--- src/stw_pkg.sv ---
// shared types, constants and tables for the scan to world point transform
// no dependencies
`default_nettype none
package stw_pkg;

	localparam int RANGE_BITS = 24;
	localparam int COORD_BITS = 32;

	localparam int ANGLE_W = 32;
	localparam int QUAT_W  = 16;
	localparam int POS_W   = 32;
	localparam int CFG_W   = 32;
	localparam int CFG_IDX_W = 2;

	localparam int ROT_W  = 18;
	localparam int SQ_W   = 32;
	localparam int NUM_W  = 34;
	localparam int NRM_W  = 33;
	localparam int QUO_W  = 17;
	localparam int DIV_W  = NRM_W + QUO_W;
	localparam int B_W    = 33;
	localparam int CRD_W  = 34;
	localparam int P_W    = RANGE_BITS + 10;
	localparam int MA_W   = (P_W > CRD_W) ? P_W : CRD_W;
	localparam int MB_W   = RANGE_BITS + 1;
	localparam int M_W    = MA_W + MB_W;
	localparam int ACC_B  = ((P_W + ROT_W) > (POS_W + 24)) ? (P_W + ROT_W) : (POS_W + 24);
	localparam int ACC_W  = ACC_B + 2;
	localparam int CORDIC_ITERS = 28;

	localparam logic [CFG_IDX_W-1:0] REG_RANGE_LOWER = 2'd0;
	localparam logic [CFG_IDX_W-1:0] REG_RANGE_UPPER = 2'd1;
	localparam logic [CFG_IDX_W-1:0] REG_ANGLE_START = 2'd2;
	localparam logic [CFG_IDX_W-1:0] REG_ANGLE_STEP  = 2'd3;

	localparam logic signed [B_W-1:0] PI_Q28        = 33'sd843314857;
	localparam logic signed [B_W-1:0] TWO_PI_Q28    = 33'sd1686629714;
	localparam logic signed [B_W-1:0] HALF_PI_Q28   = 33'sd421657428;
	localparam logic signed [B_W-1:0] MOUNT_YAW_Q28 = 33'sd393546933;
	localparam logic signed [CRD_W-1:0] CORDIC_GAIN_Q30 = 34'sd652032874;
	localparam logic signed [P_W-1:0] MOUNT_X_Q24 = P_W'(671089);
	localparam logic signed [P_W-1:0] MOUNT_Z_Q24 = P_W'(2516583);
	localparam logic signed [ROT_W-1:0] ONE_Q16 = 18'sd65536;

	typedef enum logic [3:0] {
		OP_NONE, OP_LOAD, OP_SQ, OP_NORM, OP_DIVI, OP_DIVS, OP_DIVW, OP_TRANS,
		OP_ANGLE, OP_REDUCE, OP_CORDIC, OP_POLAR, OP_MAC, OP_OUT
	} dp_op_t;

	typedef struct packed {
		dp_op_t     op;
		logic [4:0] idx;
		logic [3:0] ent;
		logic [1:0] row;
		logic [1:0] col;
		logic       issue;
	} dp_cmd_t;

	typedef struct packed {
		logic n_zero;
		logic in_range;
		logic reduce_done;
	} dp_sts_t;

	function automatic logic [B_W-1:0] atan_q28(input logic [4:0] i);
		case (i)
			5'd0: atan_q28 = 33'd210828714;
			5'd1: atan_q28 = 33'd124459457;
			5'd2: atan_q28 = 33'd65760959;
			5'd3: atan_q28 = 33'd33381290;
			5'd4: atan_q28 = 33'd16755422;
			5'd5: atan_q28 = 33'd8385879;
			5'd6: atan_q28 = 33'd4193963;
			5'd7: atan_q28 = 33'd2097109;
			5'd8: atan_q28 = 33'd1048571;
			5'd9: atan_q28 = 33'd524287;
			default: atan_q28 = B_W'(33'd1) << (5'd28 - i);
		endcase
	endfunction

	// operand pair for the quaternion products: w=0 x=1 y=2 z=3
	function automatic logic [3:0] sq_pair(input logic [4:0] k);
		case (k)
			5'd0: sq_pair = {2'd0, 2'd0};
			5'd1: sq_pair = {2'd1, 2'd1};
			5'd2: sq_pair = {2'd2, 2'd2};
			5'd3: sq_pair = {2'd3, 2'd3};
			5'd4: sq_pair = {2'd1, 2'd2};
			5'd5: sq_pair = {2'd0, 2'd3};
			5'd6: sq_pair = {2'd1, 2'd3};
			5'd7: sq_pair = {2'd0, 2'd2};
			5'd8: sq_pair = {2'd2, 2'd3};
			5'd9: sq_pair = {2'd0, 2'd1};
			default: sq_pair = 4'd0;
		endcase
	endfunction

endpackage
`default_nettype wire

--- src/stw_ctrl.sv ---
// sequencing state machine for pose and sample beats
// depends on stw_pkg
`default_nettype none
module stw_ctrl (
	input  wire logic            clk,
	input  wire logic            arst_n,
	input  wire logic            in_valid,
	output logic                 in_stall,
	input  wire logic            action,
	output logic                 out_valid,
	input  wire logic            out_stall,
	input  wire stw_pkg::dp_sts_t sts,
	output stw_pkg::dp_cmd_t     cmd
);
	import stw_pkg::*;

	typedef enum logic [12:0] {
		S_IDLE   = 13'b0000000000001,
		S_SQ     = 13'b0000000000010,
		S_NORM   = 13'b0000000000100,
		S_DIVI   = 13'b0000000001000,
		S_DIVS   = 13'b0000000010000,
		S_DIVW   = 13'b0000000100000,
		S_TRANS  = 13'b0000001000000,
		S_ANGLE  = 13'b0000010000000,
		S_REDUCE = 13'b0000100000000,
		S_CORDIC = 13'b0001000000000,
		S_POLAR  = 13'b0010000000000,
		S_MAC    = 13'b0100000000000,
		S_OUT    = 13'b1000000000000
	} state_t;

	state_t     state_q;
	logic [4:0] idx_q;
	logic [3:0] ent_q;
	logic [1:0] row_q;
	logic [1:0] col_q;
	logic       out_valid_q;
	logic       slot_free;
	logic       accept;

	assign in_stall  = (state_q != S_IDLE);
	assign accept    = in_valid && (state_q == S_IDLE);
	assign slot_free = !out_valid_q || !out_stall;
	assign out_valid = out_valid_q;

	always_comb begin
		cmd.idx   = idx_q;
		cmd.ent   = ent_q;
		cmd.row   = row_q;
		cmd.col   = col_q;
		cmd.issue = (idx_q < 5'd9);
		case (state_q)
			S_IDLE:   cmd.op = accept ? OP_LOAD : OP_NONE;
			S_SQ:     cmd.op = OP_SQ;
			S_NORM:   cmd.op = OP_NORM;
			S_DIVI:   cmd.op = OP_DIVI;
			S_DIVS:   cmd.op = OP_DIVS;
			S_DIVW:   cmd.op = OP_DIVW;
			S_TRANS:  cmd.op = OP_TRANS;
			S_ANGLE:  cmd.op = OP_ANGLE;
			S_REDUCE: cmd.op = OP_REDUCE;
			S_CORDIC: cmd.op = OP_CORDIC;
			S_POLAR:  cmd.op = OP_POLAR;
			S_MAC:    cmd.op = OP_MAC;
			S_OUT:    cmd.op = slot_free ? OP_OUT : OP_NONE;
			default:  cmd.op = OP_NONE;
		endcase
	end

	always_ff @(posedge clk or negedge arst_n) begin
		if (!arst_n) begin
			state_q     <= S_IDLE;
			idx_q       <= '0;
			ent_q       <= '0;
			row_q       <= '0;
			col_q       <= '0;
			out_valid_q <= 1'b0;
		end else begin
			if ((state_q == S_OUT) && slot_free)
				out_valid_q <= 1'b1;
			else if (!out_stall)
				out_valid_q <= 1'b0;
			case (state_q)
				S_IDLE: begin
					idx_q <= '0;
					if (accept)
						state_q <= action ? S_SQ : S_ANGLE;
				end
				S_SQ: begin
					idx_q <= idx_q + 5'd1;
					if (idx_q == 5'd9)
						state_q <= S_NORM;
				end
				S_NORM: begin
					ent_q   <= '0;
					state_q <= S_DIVI;
				end
				S_DIVI: begin
					idx_q   <= '0;
					state_q <= sts.n_zero ? S_IDLE : S_DIVS;
				end
				S_DIVS: begin
					idx_q <= idx_q + 5'd1;
					if (idx_q == 5'd16)
						state_q <= S_DIVW;
				end
				S_DIVW: begin
					ent_q <= ent_q + 4'd1;
					state_q <= (ent_q == 4'd8) ? S_TRANS : S_DIVI;
				end
				S_TRANS: state_q <= S_IDLE;
				S_ANGLE: state_q <= sts.in_range ? S_REDUCE : S_IDLE;
				S_REDUCE: begin
					idx_q <= '0;
					if (sts.reduce_done)
						state_q <= S_CORDIC;
				end
				S_CORDIC: begin
					idx_q <= idx_q + 5'd1;
					if (idx_q == 5'(CORDIC_ITERS - 1)) begin
						idx_q   <= '0;
						state_q <= S_POLAR;
					end
				end
				S_POLAR: begin
					idx_q <= idx_q + 5'd1;
					row_q <= '0;
					col_q <= '0;
					if (idx_q == 5'd2) begin
						idx_q   <= '0;
						state_q <= S_MAC;
					end
				end
				S_MAC: begin
					idx_q <= idx_q + 5'd1;
					if (col_q == 2'd2) begin
						col_q <= '0;
						row_q <= row_q + 2'd1;
					end else begin
						col_q <= col_q + 2'd1;
					end
					if (idx_q == 5'd9)
						state_q <= S_OUT;
				end
				S_OUT: begin
					if (slot_free)
						state_q <= S_IDLE;
				end
				default: state_q <= S_IDLE;
			endcase
		end
	end

endmodule
`default_nettype wire

--- config.mk ---
export PLATFORM = sky130hd
export DESIGN_NAME = stw_ctrl
export DESIGN_NICKNAME = d
export VERILOG_FILES = /design/src/stw_pkg.sv /design/src/stw_ctrl.sv
export SDC_FILE = /design/constraint.sdc
export NUM_CORES = 1
export LEC_CHECK = 0
export BUFFER_PORTS_ARGS = -buffer_cell sky130_fd_sc_hd__buf_2
export CORE_MARGIN = 5
export CORE_UTILIZATION = 45
export DETAILED_ROUTE_END_ITERATION = 12
export PLACE_DENSITY = 0.65
export SYNTH_ARGS = -nofsm -noshare
export SYNTH_HDL_FRONTEND = slang
export SYNTH_SLANG_ARGS = --single-unit
--- constraint.sdc ---
create_clock -name clk -period 7.4 [get_ports clk]
set_input_delay 0.74 -clock clk [delete_from_list [all_inputs] [get_ports clk]]
set_output_delay 0.74 -clock clk [all_outputs]
set_load 0.005 [all_outputs]
==> flow_summary.toml <==
[grt]
grt_pass1_wl_um = 7820
grt_max_degree = 28
grt_overflow = 0
antenna_found_initial = 0
grt_pass1_vias = 1623
track_usage_pct = 18.3

[synthesis]
synth.top_cell.area_share_pct = 34.1
netlist_instances = 229
synth_cell_types = 52
synth_area_leaders = "dfrtp_1, nand2_1, ha_1"
synthTopCellsByCount = "dfrtp_1, nand2_1, clkbuf_1, nand3_1, nor2_1"
yosysWarnings = 0
ys_async_sr_fraction_pct = 100
synth_area_per_cell_um2 = 8.32
dominantRegCellSynth = "dfrtp_1"
synth_edf_count = 0
netlist_area_um2 = 1910
synth_seq_cells = 27
yosysSeqAreaShare_pct = 35.5
synth_largest_area_cell = "dfrtp_1"
synth.most_common_cell = "dfrtp_1"
synth_nets = 243

[pwr]
p_sw_mw = 0.248
leakage_nw = 0.971
switching_share_pct = 43.7
max-vdd-ir-drop_mv = 0.137
clkPwrFrac_pct = 15.5
p_comb_share_pct = 48.2
p_int_mw = 0.319
power_density_nw_per_um2 = 275
power_frac_seq_pct = 36.3

[finish]
nNetsFinal = 256
antenna_cells = 0
drive_gt1_share_pct = 16.2
design_area_um2 = 2060
area_growth_pct = 8.14
fin_cells = 291
final_util_pct = 50.8

[clock_network]
holdBufCountCts = 0
cts.sinks = 27
cts_root_buf = "clkbuf_8"
cts_tree = "yes"
htree_levels = 1
insertion_delay_ps = 280
clk_pin_slew_worst_paths_ps = 100
postCtsSetupBuffers = 0
cts_max_path_buffers = 2
cts_buffers = 3
cts_resized = 0

[drt]
dr_total_vias = 1798
drt_iter0_drc = 371
drc_errors = 0
via_per_inst = 6.18
ant_nets = 0
routed_wl_um = 4770
dr.pass1.iters = 5
post_drt_wl_per_cell_um = 16.4

[worst_hold_path]
hold_class = "in -> async"

[setup_path]
critPathLaunchType = "flop"
regToRegEndpoint = "idx_q[4]$_DFFE_PN0P_"
r2r_start = "state_q[10]$_DFFE_PN0P_"
worst_ep_arrival_time_ps = 2460
crit_path_cell_trace = "or4_1 -> nor4_1 -> nand3_1 -> nand4b_1 -> buf_2"
worstPathRequired_ps = 6660
critPathKind = "reg -> out"
endpoint_kind = "primary output"
cpPeakStageDelay_ps = 690
cp_max_fo = 10
crit_start = "state_q[3]$_DFFE_PN0P_"
critPathSlowestCell = "or4_1"
r2r_slack_ps = 4930
reg2reg_depth = 5

[timing]
setup_slack_ps = 4200
relSlewSlack_pct = 53.9
hold_viol_final = 0
max_freq_mhz = 312
finalSetupViolCount = 0
finClkSkew_ps = 5.83
tns_ps = 0
fin_crit_sh_pct = 43.2
rsz0062_at_grt = "no"
tightest_slew_ps = 685
period_needed_ps = 3200
slew_viol_final = 0

[placed_design]
gp_congestion = 0.916
placed_cell_area_um2 = 2010
io_buffers = 27
pre_cts_slack_ps = 4520
dp_hpwl_um = 3490
dpl.cell_count = 287

[floorplan]
ios = 28
rows = 23
die_w_um = 75.1
dieArea_um2 = 5640
start_util_pct = 47.0
die_y_um = 75.1
design.core.area_um2 = 4060

[status]
status = "finished, final reports clean"

[run]
drv_cap = 0
area by class of cell:
type	count	area, um^2
Tap cell	50	62.6
Fill cell	386	2000
Sequential cell	27	677
Clock buffer	3	41.3
Clock inverter	1	5.00
Inverter	11	41.3
Multi-Input combinational cell	172	1100
Timing Repair Buffer	27	135
metrics by stage:
step / hold slack [ps] / power (mW)
6_report: 469 / 0.567
5_1_grt: 493 / 0.617
4_1_cts: 476 / 0.568
3_5_place_dp: 463 / 0.479
3_3_place_gp: 456 / 0.482
2_1_floorplan: 444 / 0.413
cell families (layout without fill, tap and decap cells):
logic type                 count (synthesis)  in the layout  synth area share (%)
and+or+nand+nor                          117            117                  34.9
AOI/OAI and AO/OA                         40             40                  14.4
buffers and inverters                     30             42                  6.83
DFF                                       27             27                  35.5
adders and majority gates                  6              6                  3.94
xor gates and xnor gates                   6              6                  2.76
muxes                                      3              3                  1.64
routing by layer:
metal  vias up  global-route usage [%]  share of wire [%]  wire length (um)
li1        868                       -                  -                 -
met1       821                    26.6                 44              2090
met2        98                    27.3                 45              2140
met3        11                    2.40                8.9               424
met4         0                    7.71                2.3               109
met5         -                       0                  0                 0
worst max-delay path by stage:
stage                         end  slack (ps)  cells past startpoint
after floorplan           cmd[15]        4830                      5
after global placement    cmd[15]        4510                      5
after detailed placement  cmd[15]        4520                      5
after CTS                 cmd[15]        4180                      5
after global routing      cmd[15]        3970                      5
final                     cmd[15]        4200                      5
power by group through the flow:
stage               registers, mW  logic (mW)  clock network [mW]
CTS                         0.204       0.273              0.0907
detailed placement          0.207       0.272                   0
finish                      0.206       0.273              0.0880
global route                0.208       0.311              0.0978
global placement            0.207       0.275                   0
floorplan                   0.182       0.231                   0
critical path: cells and delay by family, from the launching register on:
kind                   cells  cell delay [ps]
and+or+nand+nor            4             1530
DFF                        1              520
buffers and inverters      1              130
registers in the layout, indices dropped and copies added (netlist names):
name	cells
col_q	2
ent_q	4
idx_q	5
out_valid	1
row_q	2
state_q	13
placed cells by master (no fill, tap or decap), types with 9 or more instances in the layout:
cell	synthesis	routed
nand3_1	14	14
inv_1	11	11
buf_2	2	27
nor3_1	11	11
nor4_1	11	11
nor2_1	14	14
o21ai_0	9	9
dfrtp_1	26	26
nand2_1	22	22
(Power assumes the default switching activity.)
